--- src/hdl/itp_pkg.sv ---
// ----------------------------------------------------------------------------
// itp_pkg
// Types, character codes and decode functions shared by the infix-to-postfix
// converter modules.
// ----------------------------------------------------------------------------
package itp_pkg;

  typedef enum logic [1:0] {
    CLS_ALNUM = 2'd0,
    CLS_OPEN  = 2'd1,
    CLS_CLOSE = 2'd2,
    CLS_OTHER = 2'd3
  } itp_cls_t;

  localparam logic [7:0] CH_OPEN  = 8'h28;
  localparam logic [7:0] CH_CLOSE = 8'h29;
  localparam logic [7:0] CH_STAR  = 8'h2A;
  localparam logic [7:0] CH_PLUS  = 8'h2B;
  localparam logic [7:0] CH_MINUS = 8'h2D;
  localparam logic [7:0] CH_SLASH = 8'h2F;
  localparam logic [7:0] CH_CARET = 8'h5E;
  localparam logic [7:0] CH_NUL   = 8'h00;

  localparam logic [7:0] CH_DIG_LO = 8'h30;
  localparam logic [7:0] CH_DIG_HI = 8'h39;
  localparam logic [7:0] CH_UPR_LO = 8'h41;
  localparam logic [7:0] CH_UPR_HI = 8'h5A;
  localparam logic [7:0] CH_LWR_LO = 8'h61;
  localparam logic [7:0] CH_LWR_HI = 8'h7A;

  // Precedence codes; the lowest code stands for "no precedence" so that an
  // unsigned compare orders it below every operator.
  localparam logic [1:0] PREC_NONE = 2'd0;
  localparam logic [1:0] PREC_ADD  = 2'd1;
  localparam logic [1:0] PREC_MUL  = 2'd2;
  localparam logic [1:0] PREC_POW  = 2'd3;

  typedef struct packed {
    logic [7:0] ch;
    itp_cls_t   cls;
    logic [1:0] prec;
    logic       last;
  } itp_item_t;

  function automatic logic [1:0] prec_of(input logic [7:0] c);
    logic [1:0] p;
    unique case (c) inside
      CH_PLUS, CH_MINUS: p = PREC_ADD;
      CH_STAR, CH_SLASH: p = PREC_MUL;
      CH_CARET:          p = PREC_POW;
      default:           p = PREC_NONE;
    endcase
    return p;
  endfunction

  function automatic logic is_alnum(input logic [7:0] c);
    return ((c >= CH_DIG_LO) && (c <= CH_DIG_HI)) ||
           ((c >= CH_UPR_LO) && (c <= CH_UPR_HI)) ||
           ((c >= CH_LWR_LO) && (c <= CH_LWR_HI));
  endfunction

  function automatic itp_cls_t classify(input logic [7:0] c);
    itp_cls_t k;
    if (is_alnum(c)) begin
      k = CLS_ALNUM;
    end else if (c == CH_OPEN) begin
      k = CLS_OPEN;
    end else if (c == CH_CLOSE) begin
      k = CLS_CLOSE;
    end else begin
      k = CLS_OTHER;
    end
    return k;
  endfunction

endpackage

--- src/hdl/itp_front.sv ---
// ----------------------------------------------------------------------------
// itp_front
// Accepts input words, classifies each character and queues it for the
// back end in a two-entry queue.
// ----------------------------------------------------------------------------
module itp_front (
  input  logic              clk,
  input  logic              rst_n,
  input  logic              in_tvalid,
  output logic              in_tready,
  input  logic [7:0]        in_tdata,   // [7:0] ch
  input  logic              in_tlast,
  output logic              q_valid,
  output itp_pkg::itp_item_t q_item,
  input  logic              q_pop
);

  localparam int QDEPTH = 2;

  itp_pkg::itp_item_t entry_r [QDEPTH];
  logic               wr_ptr_r;
  logic               wr_ptr_nxt;
  logic               rd_ptr_r;
  logic               rd_ptr_nxt;
  logic [1:0]         fill_r;
  logic [1:0]         fill_nxt;
  logic               push;
  logic               pop;
  itp_pkg::itp_item_t new_item;

  assign in_tready = (fill_r != 2'(QDEPTH));
  assign q_valid   = (fill_r != 2'd0);
  assign q_item    = entry_r[rd_ptr_r];
  assign push      = in_tvalid && in_tready;
  assign pop       = q_pop && q_valid;

  always_comb begin
    new_item.ch   = in_tdata;
    new_item.cls  = itp_pkg::classify(in_tdata);
    new_item.prec = itp_pkg::prec_of(in_tdata);
    new_item.last = in_tlast;
  end

  always_comb begin
    wr_ptr_nxt = push ? ~wr_ptr_r : wr_ptr_r;
    rd_ptr_nxt = pop ? ~rd_ptr_r : rd_ptr_r;
    fill_nxt   = fill_r;
    if (push && !pop) begin
      fill_nxt = fill_r + 2'd1;
    end else if (pop && !push) begin
      fill_nxt = fill_r - 2'd1;
    end
  end

  always_ff @(posedge clk) begin
    if (!rst_n) begin
      wr_ptr_r <= 1'b0;
      rd_ptr_r <= 1'b0;
      fill_r   <= 2'd0;
    end else begin
      wr_ptr_r <= wr_ptr_nxt;
      rd_ptr_r <= rd_ptr_nxt;
      fill_r   <= fill_nxt;
    end
  end

  always_ff @(posedge clk) begin
    if (push) begin
      entry_r[wr_ptr_r] <= new_item;
    end
  end

endmodule

--- src/hdl/itp_back.sv ---
// ----------------------------------------------------------------------------
// itp_back
// Carries out one queued character at a time against the operator stack and
// delivers the postfix words through a hold stage and an output register.
// ----------------------------------------------------------------------------
module itp_back #(
  parameter int STACK_DEPTH = 32
) (
  input  logic              clk,
  input  logic              rst_n,
  input  logic              q_valid,
  input  itp_pkg::itp_item_t q_item,
  output logic              q_pop,
  output logic              out_tvalid,
  input  logic              out_tready,
  output logic [7:0]        out_tdata,  // [7:0] out_char
  output logic [1:0]        out_tuser,  // [0] has_char, [1] overflow
  output logic              out_tlast
);

  localparam int AW = $clog2(STACK_DEPTH);
  localparam int CW = $clog2(STACK_DEPTH + 1);

  typedef enum logic [3:0] {
    S_IDLE   = 4'b0001,
    S_RUN    = 4'b0010,
    S_FLUSH  = 4'b0100,
    S_FINISH = 4'b1000
  } state_t;

  state_t             state_r;
  state_t             state_nxt;
  state_t             post_state;
  itp_pkg::itp_item_t cur_r;

  logic [7:0]    mem [STACK_DEPTH];
  logic [7:0]    rd_r;
  logic          rd_ok_r;
  logic [CW-1:0] count_r;
  logic [CW-1:0] count_nxt;
  logic [CW-1:0] cnt_m1;
  logic [AW-1:0] rd_idx;
  logic          ovf_r;
  logic          ovf_nxt;

  logic          hold_v_r;
  logic [7:0]    hold_ch_r;
  logic          out_v_r;
  logic [7:0]    out_ch_r;
  logic          out_has_r;
  logic          out_eoe_r;
  logic          out_ovf_r;

  logic          out_free;
  logic          emit_ok;
  logic          cnt_nz;
  logic          full;
  logic [1:0]    top_prec;
  logic          emit;
  logic [7:0]    emit_ch;
  logic          pop;
  logic          push;
  logic          finish_send;
  logic          move;

  assign out_free = !out_v_r || out_tready;
  assign emit_ok  = !hold_v_r || out_free;
  assign cnt_nz   = (count_r != '0);
  assign full     = (count_r == CW'(STACK_DEPTH));
  assign cnt_m1   = count_r - CW'(1);
  assign rd_idx   = cnt_m1[AW-1:0];
  assign top_prec = itp_pkg::prec_of(rd_r);
  assign post_state = cur_r.last ? S_FLUSH : S_FINISH;
  assign q_pop    = (state_r == S_IDLE) && q_valid;
  assign move     = (emit && hold_v_r) || finish_send;

  always_comb begin
    state_nxt   = state_r;
    emit        = 1'b0;
    emit_ch     = rd_r;
    pop         = 1'b0;
    push        = 1'b0;
    finish_send = 1'b0;
    unique case (state_r)
      S_IDLE: begin
        if (q_valid) begin
          state_nxt = S_RUN;
        end
      end
      S_RUN: begin
        unique case (cur_r.cls)
          itp_pkg::CLS_ALNUM: begin
            if (emit_ok) begin
              emit      = 1'b1;
              emit_ch   = cur_r.ch;
              state_nxt = post_state;
            end
          end
          itp_pkg::CLS_OPEN: begin
            push      = 1'b1;
            state_nxt = post_state;
          end
          itp_pkg::CLS_CLOSE: begin
            if (!cnt_nz) begin
              state_nxt = post_state;
            end else if (rd_ok_r) begin
              if (rd_r != itp_pkg::CH_OPEN) begin
                if (emit_ok) begin
                  emit = 1'b1;
                  pop  = 1'b1;
                end
              end else begin
                pop       = 1'b1;
                state_nxt = post_state;
              end
            end
          end
          default: begin
            if (!cnt_nz || rd_ok_r) begin
              if (cnt_nz && (cur_r.prec <= top_prec)) begin
                if (emit_ok) begin
                  emit = 1'b1;
                  pop  = 1'b1;
                end
              end else begin
                push      = 1'b1;
                state_nxt = post_state;
              end
            end
          end
        endcase
      end
      S_FLUSH: begin
        if (!cnt_nz) begin
          state_nxt = S_FINISH;
        end else if (rd_ok_r && emit_ok) begin
          emit = 1'b1;
          pop  = 1'b1;
        end
      end
      S_FINISH: begin
        if (!hold_v_r && !cur_r.last) begin
          state_nxt = S_IDLE;
        end else if (out_free) begin
          finish_send = 1'b1;
          state_nxt   = S_IDLE;
        end
      end
      default: begin
        state_nxt = S_IDLE;
      end
    endcase
  end

  always_comb begin
    count_nxt = count_r;
    if (push && !full) begin
      count_nxt = count_r + CW'(1);
    end else if (pop) begin
      count_nxt = cnt_m1;
    end
    ovf_nxt = ovf_r;
    if (push && full) begin
      ovf_nxt = 1'b1;
    end else if (finish_send && cur_r.last) begin
      ovf_nxt = 1'b0;
    end
  end

  always_ff @(posedge clk) begin
    if (!rst_n) begin
      state_r  <= S_IDLE;
      count_r  <= '0;
      ovf_r    <= 1'b0;
      rd_ok_r  <= 1'b0;
      hold_v_r <= 1'b0;
      out_v_r  <= 1'b0;
    end else begin
      state_r <= state_nxt;
      count_r <= count_nxt;
      ovf_r   <= ovf_nxt;
      rd_ok_r <= !(push || pop);
      if (emit) begin
        hold_v_r <= 1'b1;
      end else if (finish_send) begin
        hold_v_r <= 1'b0;
      end
      if (move) begin
        out_v_r <= 1'b1;
      end else if (out_tready) begin
        out_v_r <= 1'b0;
      end
    end
  end

  always_ff @(posedge clk) begin
    if (q_pop) begin
      cur_r <= q_item;
    end
    if (emit) begin
      hold_ch_r <= emit_ch;
    end
    if (move) begin
      out_ch_r  <= hold_v_r ? hold_ch_r : itp_pkg::CH_NUL;
      out_has_r <= hold_v_r;
      out_eoe_r <= finish_send && cur_r.last;
      out_ovf_r <= ovf_r;
    end
  end

  always_ff @(posedge clk) begin
    if (push && !full) begin
      mem[count_r[AW-1:0]] <= cur_r.ch;
    end
    rd_r <= mem[rd_idx];
  end

  assign out_tvalid = out_v_r;
  assign out_tdata  = out_ch_r;
  assign out_tuser  = {out_ovf_r, out_has_r};
  assign out_tlast  = out_eoe_r;

endmodule

--- src/hdl/infix_to_postfix_converter.sv ---
// ----------------------------------------------------------------------------
// infix_to_postfix_converter
// Shunting-yard converter from an infix character stream to postfix.
// ----------------------------------------------------------------------------
// Characters enter on the input stream, one per word, with tlast on the final
// character of an expression, and land in a two-entry queue. The back end
// takes one character at a time. Every operator popped from the stack waits
// for the new top, because the stack memory has a registered read port.
// A stalled output holds the back end while a word waits.
// On the last character the stack is flushed, and the final word carries
// tlast; tuser[0] tells whether tdata holds a character and tuser[1] reports a
// dropped push since the start of the expression.
module infix_to_postfix_converter #(
  parameter int STACK_DEPTH = 32
) (
  input  logic       clk,
  input  logic       rst_n,
  input  logic       in_tvalid,
  output logic       in_tready,
  input  logic [7:0] in_tdata,   // [7:0] ch
  input  logic       in_tlast,
  output logic       out_tvalid,
  input  logic       out_tready,
  output logic [7:0] out_tdata,  // [7:0] out_char
  output logic [1:0] out_tuser,  // [0] has_char, [1] overflow
  output logic       out_tlast
);

  logic               q_valid;
  logic               q_pop;
  itp_pkg::itp_item_t q_item;

  itp_front u_front (
    .clk       (clk),
    .rst_n     (rst_n),
    .in_tvalid (in_tvalid),
    .in_tready (in_tready),
    .in_tdata  (in_tdata),
    .in_tlast  (in_tlast),
    .q_valid   (q_valid),
    .q_item    (q_item),
    .q_pop     (q_pop)
  );

  itp_back #(
    .STACK_DEPTH (STACK_DEPTH)
  ) u_back (
    .clk        (clk),
    .rst_n      (rst_n),
    .q_valid    (q_valid),
    .q_item     (q_item),
    .q_pop      (q_pop),
    .out_tvalid (out_tvalid),
    .out_tready (out_tready),
    .out_tdata  (out_tdata),
    .out_tuser  (out_tuser),
    .out_tlast  (out_tlast)
  );

endmodule

--- config.mk ---
export PLATFORM = sky130hd
export DESIGN_NAME = infix_to_postfix_converter
export DESIGN_NICKNAME = d
export VERILOG_FILES = /design/src/hdl/itp_pkg.sv /design/src/hdl/itp_front.sv /design/src/hdl/itp_back.sv /design/src/hdl/infix_to_postfix_converter.sv
export SDC_FILE = /design/constraint.sdc
export NUM_CORES = 1
export LEC_CHECK = 0
export BUFFER_PORTS_ARGS = -buffer_cell sky130_fd_sc_hd__buf_2
export CORE_MARGIN = 2
export CORE_UTILIZATION = 47
export CTS_BUF_LIST = sky130_fd_sc_hd__clkbuf_16
export DETAILED_ROUTE_END_ITERATION = 10
export GPL_ROUTABILITY_DRIVEN = 0
export GPL_TIMING_DRIVEN = 0
export PLACE_DENSITY = 0.68
export SYNTH_ARGS = -nofsm -noshare
export SYNTH_HDL_FRONTEND = slang
export SYNTH_SLANG_ARGS = --single-unit
--- constraint.sdc ---
create_clock -name clk -period 4.1 [get_ports clk]
set_input_delay 0.615 -clock clk [delete_from_list [all_inputs] [get_ports clk]]
set_output_delay 0.615 -clock clk [all_outputs]
set_load 0.03 [all_outputs]
==> summary.txt, run 1 <==
=========================================================================================
Total via count in the routed design                                                 6798
Timing endpoint of the critical path                                         u_back.mem[5][4]$_DFFE_PP_
Pre-CTS setup slack                                                             -0.743 ns
Maximum VDD drop                                                                   296 uV
Maximum fanout along the worst path                                                     8
Path class of the lowest-slack min-delay path                                input port to flip-flop
Via-per-instance ratio                                                               5.77
# nets final                                                                          795
Setup skew after layout                                                         0.0200 ns
Commonest register cell after synthesis                                      sky130_fd_sc_hd__edfxtp_1
Synth-to-Final Area Change                                                          13.7%
Sequential Power Share                                                              56.0%
Share of total power in combinational logic                                          8.9%
Detailed-route wire length per cell                                               22.9 um
Net switching share of the total power                                              24.6%
Sequential cell area fraction in the yosys report                                   72.8%
Number of different library cells in the post-synthesis netlist                        60
Source-to-sink clock delay at the later pin of the worst-skew pair                0.51 ns
P_sw                                                                              2.09 mW
Chip width                                                                         174 um
Count of final setup violators                                                          0
Static Leakage                                                                    4.87 nW
Tmin final                                                                        3.95 ns
RSZ-0062 raised after global routing                                                 true
Num rows                                                                               62
Area share of the largest cell type after synthesis                                 69.0%
Clock share of power                                                                35.1%
EDFF count, synth                                                                     314
Inserted Clock Buffers                                                                 35
Standard cell area after detailed placement                                   0.0143 mm^2
Number of search-and-repair iterations in the first detailed-routing pass               6
Number of antenna violations at the first check in global routing                       0
Depth of the CTS H-tree                                                                 2
Internal Dissipation                                                              6.40 mW
Clock-pin slew on the worst setup and hold paths                                  0.06 ns
Number of inserted diodes                                                               0
# port buffers                                                                         24
Final Routed Wirelength                                                          27100 um
Core utilization of the finished layout                                             54.3%
Number of global-route vias before repair                                            7131
Proportion of register bits with asynchronous set or reset after synthesis             0%
DRC violation total after the first TritonRoute iteration                             542
Die footprint                                                                 0.0304 mm^2
Initial Utilization                                                                 47.7%
Nets in the synthesized netlist                                                       735
Post-Syn Instances                                                                    711
Count of buffers added by post-CTS timing repair for setup                              0
CTS Root Cell                                                                sky130_fd_sc_hd__clkbuf_16
Total power divided by cell area                                              546 mW/mm^2
Nature of the critical path startpoint                                          flip-flop
Tot Pwr                                                                           8.49 mW
Num ports                                                                              26
Worst-case hold slack                                                            0.291 ns
F_max                                                                             253 MHz
Data arrival time at the worst-slack endpoint                                     4.10 ns
Slew at the pin closest to its max-slew limit                                     1.32 ns
Period utilization                                                                  96.4%
Core Box Area                                                                 0.0286 mm^2
Biggest area contributors in the synthesized netlist                         sky130_fd_sc_hd__edfxtp_1 (69%), sky130_fd_sc_hd__mux4_2 (13%), sky130_fd_sc_hd__dfxtp_1 (3.8%)
First-pass GRT wire length                                                       41700 um
Minimum setup slack among reg-to-reg paths                                        0.15 ns
Synth Warn #                                                                            0
Number of antenna-violating nets in the routed design                                   0
Syn Area/Cell                                                                   19.2 um^2
Crit path required time                                                           4.24 ns
Status                                                                       finished clean
Max Transition Viols Final                                                              0
GRT Overall Usage                                                                   18.2%
Largest net degree at the start of global routing                                      34
Placed Cells incl. Taps                                                              1119
Synth Cell Area                                                               0.0137 mm^2
CTS tree                                                                              yes
Count of unresolved DRC violations after routing                                        0
WS Path Type                                                                 flip-flop to flip-flop
Count of clock tree sinks                                                             340
Congestion Overflow GR                                                                  0
Critical Path Source                                                         u_back.rd_r[6]$_DFF_P_
Total of max-cap violations                                                             0
Number of register bits inferred by synthesis                                         340
Top cell type by total area after synthesis                                  sky130_fd_sc_hd__edfxtp_1
Fraction of final layout cells with drive strength greater than 1                   30.3%
Post-detail-place hpwl                                                           17600 um
Max_slew headroom                                                                   11.9%
Number of buffers between clock root and the deepest sink                               3
Final design instance area without fill                                       0.0155 mm^2
Final worst-path setup slack                                                     0.146 ns
Capture instance of the worst register-to-register path                      u_back.mem[5][4]$_DFFE_PP_
Reg2Reg Depth                                                                          10
Setup TNS after final layout                                                         0 ns
Critical path endpoint category                                                 flip-flop
Layout Cells excl Fill                                                               1179
Number of endpoints with negative hold slack in the final report                        0
Critical R2R Launch                                                          u_back.rd_r[6]$_DFF_P_
Vertical die dimension                                                             174 um
=========================================================================================
-- synthesized netlist by cell type (2+ instances only) --
| master | n |
|---|---|
| sky130_fd_sc_hd__nand2_1 | 25 |
| sky130_fd_sc_hd__o22ai_1 | 2 |
| sky130_fd_sc_hd__nand3_1 | 13 |
| sky130_fd_sc_hd__buf_2 | 8 |
| sky130_fd_sc_hd__nand4b_1 | 2 |
| sky130_fd_sc_hd__xor2_1 | 4 |
| sky130_fd_sc_hd__o21ai_1 | 2 |
| sky130_fd_sc_hd__and2_1 | 9 |
| sky130_fd_sc_hd__a31oi_1 | 4 |
| sky130_fd_sc_hd__nor2b_1 | 4 |
| sky130_fd_sc_hd__clkbuf_1 | 18 |
| sky130_fd_sc_hd__or4b_4 | 2 |
| sky130_fd_sc_hd__nor4b_1 | 5 |
| sky130_fd_sc_hd__nor3_1 | 11 |
| sky130_fd_sc_hd__mux2_2 | 30 |
| sky130_fd_sc_hd__a21oi_1 | 9 |
| sky130_fd_sc_hd__mux4_2 | 80 |
| sky130_fd_sc_hd__buf_6 | 2 |
| sky130_fd_sc_hd__and3_1 | 2 |
| sky130_fd_sc_hd__ha_1 | 11 |
| sky130_fd_sc_hd__nor2_1 | 47 |
| sky130_fd_sc_hd__buf_4 | 4 |
| sky130_fd_sc_hd__xnor2_1 | 5 |
| sky130_fd_sc_hd__inv_1 | 15 |
| sky130_fd_sc_hd__edfxtp_1 | 314 |
| sky130_fd_sc_hd__mux2i_1 | 3 |
| sky130_fd_sc_hd__nand2b_1 | 5 |
| sky130_fd_sc_hd__o21ai_0 | 9 |
| sky130_fd_sc_hd__a22oi_1 | 2 |
| sky130_fd_sc_hd__dfxtp_1 | 26 |
| sky130_fd_sc_hd__a211o_1 | 2 |
| sky130_fd_sc_hd__or3_1 | 3 |
| sky130_fd_sc_hd__nand3b_1 | 5 |
| sky130_fd_sc_hd__o211ai_1 | 2 |
-- final cells by class --
| type | instances | area [um^2] |
|---|---|---|
| fillers | 2142 | 13100 |
| plain buffers | 31 | 158 |
| multi-input cells | 324 | 3680 |
| clock inverters | 24 | 158 |
| inverters | 15 | 56.3 |
| repair buffers | 24 | 120 |
| clock buffers | 37 | 926 |
| well taps | 384 | 480 |
| flip-flops and latches | 340 | 9950 |
-- worst max-delay path, stage by stage (launching register included) --
cell	delay, ns
sky130_fd_sc_hd__dfxtp_1	0.40
sky130_fd_sc_hd__nor4bb_1	0.45
sky130_fd_sc_hd__mux2i_1	0.13
sky130_fd_sc_hd__o21ai_0	0.17
sky130_fd_sc_hd__nand3_1	0.14
sky130_fd_sc_hd__ha_1	0.32
sky130_fd_sc_hd__nor2b_1	0.20
sky130_fd_sc_hd__o211ai_1	0.23
sky130_fd_sc_hd__a311oi_4	0.61
sky130_fd_sc_hd__nand2_2	0.40
sky130_fd_sc_hd__nor2_2	0.54
-- placed cells by master, fill, tap and decap left out, types with 4 or more instances in the layout --
cell / n
sky130_fd_sc_hd__nor2b_1: 4
sky130_fd_sc_hd__buf_2: 32
sky130_fd_sc_hd__nor3_1: 7
sky130_fd_sc_hd__mux4_2: 80
sky130_fd_sc_hd__clkinv_2: 4
sky130_fd_sc_hd__clkinv_1: 9
sky130_fd_sc_hd__nand3b_1: 5
sky130_fd_sc_hd__xor2_1: 4
sky130_fd_sc_hd__nand2_1: 22
sky130_fd_sc_hd__dfxtp_1: 26
sky130_fd_sc_hd__a31oi_1: 4
sky130_fd_sc_hd__nand3_1: 13
sky130_fd_sc_hd__o21ai_0: 8
sky130_fd_sc_hd__edfxtp_1: 314
sky130_fd_sc_hd__clkbuf_1: 16
sky130_fd_sc_hd__nor3_4: 4
sky130_fd_sc_hd__nor2_2: 17
sky130_fd_sc_hd__nand2_2: 4
sky130_fd_sc_hd__nand2b_1: 5
sky130_fd_sc_hd__nor4b_1: 4
sky130_fd_sc_hd__nor2_1: 21
sky130_fd_sc_hd__ha_1: 11
sky130_fd_sc_hd__nor2_4: 10
sky130_fd_sc_hd__clkbuf_16: 37
sky130_fd_sc_hd__inv_1: 22
sky130_fd_sc_hd__xnor2_1: 5
sky130_fd_sc_hd__mux2_2: 30
sky130_fd_sc_hd__and2_1: 9
sky130_fd_sc_hd__a21oi_1: 9
sky130_fd_sc_hd__buf_4: 4
-- cells by family (layout without fill, tap and decap cells) --
kind of cell / after synthesis / after routing / synth area share, %
AND/OR/NAND/NOR: 143 / 143 / 5.58
adder cells (fa/ha/maj): 11 / 11 / 1.01
multiplexers: 113 / 113 / 15.9
flip-flops: 340 / 340 / 72.8
XOR/XNOR: 9 / 9 / 0.577
buffers and inverters: 47 / 131 / 1.58
AO/OA/AOI/OAI: 48 / 48 / 2.54
-- power groups by stage --
| stage | clock [mW] | combinational (mW) | sequential (mW) |
|---|---|---|---|
| after floorplan | 0 | 0.561 | 4.58 |
| after detailed placement | 0 | 0.750 | 4.83 |
| after global placement | 0 | 0.725 | 4.78 |
| after CTS | 3.03 | 0.758 | 4.76 |
| after global routing | 3.15 | 0.826 | 4.80 |
| final | 2.98 | 0.758 | 4.75 |
-- registers in the layout, indices dropped and copies added, names as in the netlist --
signal and flops:
u_front.rd_ptr_r 1, u_back.out_tdata 8, u_back.out_tvalid 1, u_back.out_has_r 1
u_back.cur_r 13, u_front.fill_r 2, u_back.out_ovf_r 1, u_back.mem 256
u_back.ovf_r 1, u_back.rd_ok_r 1, u_front.entry_r 26, u_back.hold_v_r 1
u_back.out_tlast 1, u_back.hold_ch_r 8, u_back.state_r 4, u_back.count_r 6
u_back.rd_r 8, u_front.wr_ptr_r 1
-- worst min-delay path by stage --
stage / start / slack (ns) / endpoint / depth (start not counted)
4_1_cts: in_tlast / 0.28 / u_front.entry_r[0][0]$_DFFE_PP_ / 1
2_1_floorplan: u_back.ovf_r$_SDFFE_PN0P_ / 0.41 / u_back.out_ovf_r$_DFFE_PP_ / 0
6_report: in_tlast / 0.29 / u_front.entry_r[1][0]$_DFFE_PP_ / 1
3_3_place_gp: u_back.ovf_r$_SDFFE_PN0P_ / 0.43 / u_back.out_ovf_r$_DFFE_PP_ / 0
3_5_place_dp: u_back.ovf_r$_SDFFE_PN0P_ / 0.44 / u_back.out_ovf_r$_DFFE_PP_ / 0
5_1_grt: in_tlast / 0.28 / u_front.entry_r[0][0]$_DFFE_PP_ / 1
-- per-layer routing --
| metal | track usage [%] | wire length (um) |
|---|---|---|
| met1 | 24.2 | 10900 |
| met2 | 31.1 | 13800 |
| met3 | 3.46 | 1760 |
| met4 | 4.90 | 582 |
| met5 | 0 | 0 |
-- repair_timing --
item / in CTS / in global routing
hold buffers: 0 / 0
gates resized for setup: 13 / 38
endpoints found under the setup margin: 259 / 251
gates cloned: 0 / 0
pin swaps: 0 / 2
Power figures use the tool's default switching activity.
==> run 2, diff against run 1 <==
--- a/config.mk
+++ b/config.mk
@@ -13,6 +13,7 @@
 export GPL_ROUTABILITY_DRIVEN = 0
 export GPL_TIMING_DRIVEN = 0
 export PLACE_DENSITY = 0.68
+export RECOVER_POWER = 25
 export SYNTH_ARGS = -nofsm -noshare
 export SYNTH_HDL_FRONTEND = slang
 export SYNTH_SLANG_ARGS = --single-unit
==> summary.txt, run 2 (synthesis gave the netlist of run 1 again) <==
========================================================================================
Status                                                                      finished clean
Path class of the lowest-slack min-delay path                               input port to flip-flop
Number of search-and-repair iterations in the first detailed-routing pass              7
Pre-CTS setup slack                                                            -0.743 ns
Number of fill cells                                                                2146
Clock share of power                                                               35.1%
Data arrival time at the worst-slack endpoint                                    4.09 ns
Vertical die dimension                                                            174 um
Via-per-instance ratio                                                              5.72
Number of flip-flops in the largest register                                         256
Initial Utilization                                                                47.7%
Final design instance area without fill                                      0.0155 mm^2
Max_slew headroom                                                                  11.6%
Total of max-cap violations                                                            0
Final worst-path setup slack                                                    0.155 ns
Final Routed Wirelength                                                         27000 um
Nature of the critical path startpoint                                         flip-flop
Setup skew after layout                                                        0.0197 ns
CTS tree                                                                             yes
P_sw                                                                             2.09 mW
Congestion Overflow GR                                                                 0
Cell-by-cell listing of the critical path                                   nor4bb_1, mux2i_1, o21ai_0, nand3_1, ha_1, nor2b_1, o211ai_1, a311oi_4, nand2_2, nor2_2
Depth of the CTS H-tree                                                                2
Largest net degree at the start of global routing                                     34
Number of inserted diodes                                                              0
Max Transition Viols Final                                                             0
CP max stage delay                                                               0.61 ns
Count of final setup violators                                                         0
Inserted Clock Buffers                                                                35
Number of global-route vias before repair                                           7131
Number of antenna violations at the first check in global routing                      0
Num rows                                                                              62
Source-to-sink clock delay at the later pin of the worst-skew pair               0.51 ns
Post-detail-place hpwl                                                          17600 um
RSZ-0062 raised after global routing                                                true
Number of buffers inserted for hold repair after clock tree synthesis                  0
Logic depth of the worst setup path including buffers                                 10
Critical Path Source                                                        u_back.rd_r[6]$_DFF_P_
Tmin final                                                                       3.95 ns
Crit path required time                                                          4.24 ns
Maximum fanout along the worst path                                                    8
Number of buffers between clock root and the deepest sink                              3
Reg2Reg Depth                                                                         10
Num ports                                                                             26
Number of antenna-violating nets in the routed design                                  0
Share of total power in combinational logic                                         8.9%
Most common cell after layout, fill and taps aside                          sky130_fd_sc_hd__edfxtp_1
First-pass GRT wire length                                                      41700 um
Critical R2R Launch                                                         u_back.rd_r[6]$_DFF_P_
Commonest cells after routing, fill and taps aside                          sky130_fd_sc_hd__edfxtp_1 (314), sky130_fd_sc_hd__mux4_2 (80), sky130_fd_sc_hd__clkbuf_16 (37)
Count of unresolved DRC violations after routing                                       0
Capture instance of the worst register-to-register path                     u_back.mem[5][3]$_DFFE_PP_
Net switching share of the total power                                             24.6%
Worst-case hold slack                                                           0.293 ns
Critical path endpoint category                                                flip-flop
Clock-pin slew on the worst setup and hold paths                                 0.06 ns
Slew at the pin closest to its max-slew limit                                    1.33 ns
Sequential Power Share                                                             55.9%
WS Path Type                                                                flip-flop to flip-flop
Die footprint                                                                0.0304 mm^2
F_max                                                                            253 MHz
GRT Overall Usage                                                                  18.2%
# nets final                                                                         795
Detailed-route wire length per cell                                              22.9 um
Standard cell area after detailed placement                                  0.0143 mm^2
Total via count in the routed design                                                6749
# port buffers                                                                        24
Cell family with the largest share of critical-path delay                   simple AND/OR/NAND/NOR gates
Synth-to-Final Area Change                                                         13.6%
Count of clock tree sinks                                                            340
Highest-delay cell along the critical path                                  sky130_fd_sc_hd__a311oi_4
Fraction of final layout cells with drive strength greater than 1                  29.3%
Chip width                                                                        174 um
Buf/Inv on CP                                                                          0
Minimum setup slack among reg-to-reg paths                                       0.15 ns
Static Leakage                                                                   4.85 nW
Core Box Area                                                                0.0286 mm^2
CTS Root Cell                                                               sky130_fd_sc_hd__clkbuf_16
Maximum VDD drop                                                                  295 uV
Area taken by multi-input logic gates                                       0.00368 mm^2
Total power divided by cell area                                             547 mW/mm^2
Internal Dissipation                                                             6.40 mW
DRC violation total after the first TritonRoute iteration                            526
Timing endpoint of the critical path                                        u_back.mem[5][3]$_DFFE_PP_
Core utilization of the finished layout                                            54.2%
Period utilization                                                                 96.2%
Area taken by flip-flops and latches                                        0.00995 mm^2
Number of endpoints with negative hold slack in the final report                       0
========================================================================================
## run 2: cell type report
type	instances	area share, %
Tap cell	384	3.10
Clock buffer	37	5.97
Sequential cell	340	64.1
Timing Repair Buffer	24	0.709
Multi-Input combinational cell	324	23.7
Clock inverter	24	1.02
Buffer	31	1.02
Inverter	15	0.363
## run 2: routing by layer
metal	vias up	global-route usage, %	routed length (um)
met1	3496	24.2	11100
met2	202	31.1	13800
li1	2995	-	-
met3	56	3.46	1510
met4	0	4.90	603
met5	-	0	0
## run 2: stage by stage
| step | power (mW) | setup TNS, ns | std cells |
|---|---|---|---|
| after floorplan | 5.14 | 0 | 711 |
| after global placement | 5.51 | -53.70 | 1119 |
| after detailed placement | 5.59 | -84.68 | 1119 |
| after CTS | 8.55 | -3.98 | 1179 |
| after global routing | 8.78 | -2.24 | 1179 |
| final | 8.49 | 0 | 1179 |
## run 2: worst reg2reg max path, cell delays in order, from the launching register on
cell	delay (ns)
sky130_fd_sc_hd__dfxtp_1	0.40
sky130_fd_sc_hd__nor4bb_1	0.45
sky130_fd_sc_hd__mux2i_1	0.13
sky130_fd_sc_hd__o21ai_0	0.17
sky130_fd_sc_hd__nand3_1	0.14
sky130_fd_sc_hd__ha_1	0.32
sky130_fd_sc_hd__nor2b_1	0.20
sky130_fd_sc_hd__o211ai_1	0.23
sky130_fd_sc_hd__a311oi_4	0.61
sky130_fd_sc_hd__nand2_2	0.40
sky130_fd_sc_hd__nor2_2	0.53
## run 2: power by group through the flow
stage	Sequential, mW	Clock (mW)	Combinational [mW]
3_5_place_dp	4.83	0	0.750
4_1_cts	4.76	3.03	0.758
3_3_place_gp	4.78	0	0.725
2_1_floorplan	4.58	0	0.561
6_report	4.75	2.98	0.756
5_1_grt	4.80	3.15	0.825
## run 2: how the worst min path moves through the flow
stage | slack (ns) | cells after the start | start | to
final | 0.29 | 1 | in_tlast | u_front.entry_r[1][0]$_DFFE_PP_
after global routing | 0.28 | 1 | in_tlast | u_front.entry_r[0][0]$_DFFE_PP_
after CTS | 0.28 | 1 | in_tlast | u_front.entry_r[0][0]$_DFFE_PP_
after detailed placement | 0.44 | 0 | u_back.ovf_r$_SDFFE_PN0P_ | u_back.out_ovf_r$_DFFE_PP_
after global placement | 0.43 | 0 | u_back.ovf_r$_SDFFE_PN0P_ | u_back.out_ovf_r$_DFFE_PP_
after floorplan | 0.41 | 0 | u_back.ovf_r$_SDFFE_PN0P_ | u_back.out_ovf_r$_DFFE_PP_
## run 2: timing repair
item / in CTS / in global routing
setup buffers: 0 / 0
resized for setup: 13 / 38
pin swaps: 0 / 2
endpoints found under the setup margin: 259 / 251
hold endpoints to repair: 0 / 0
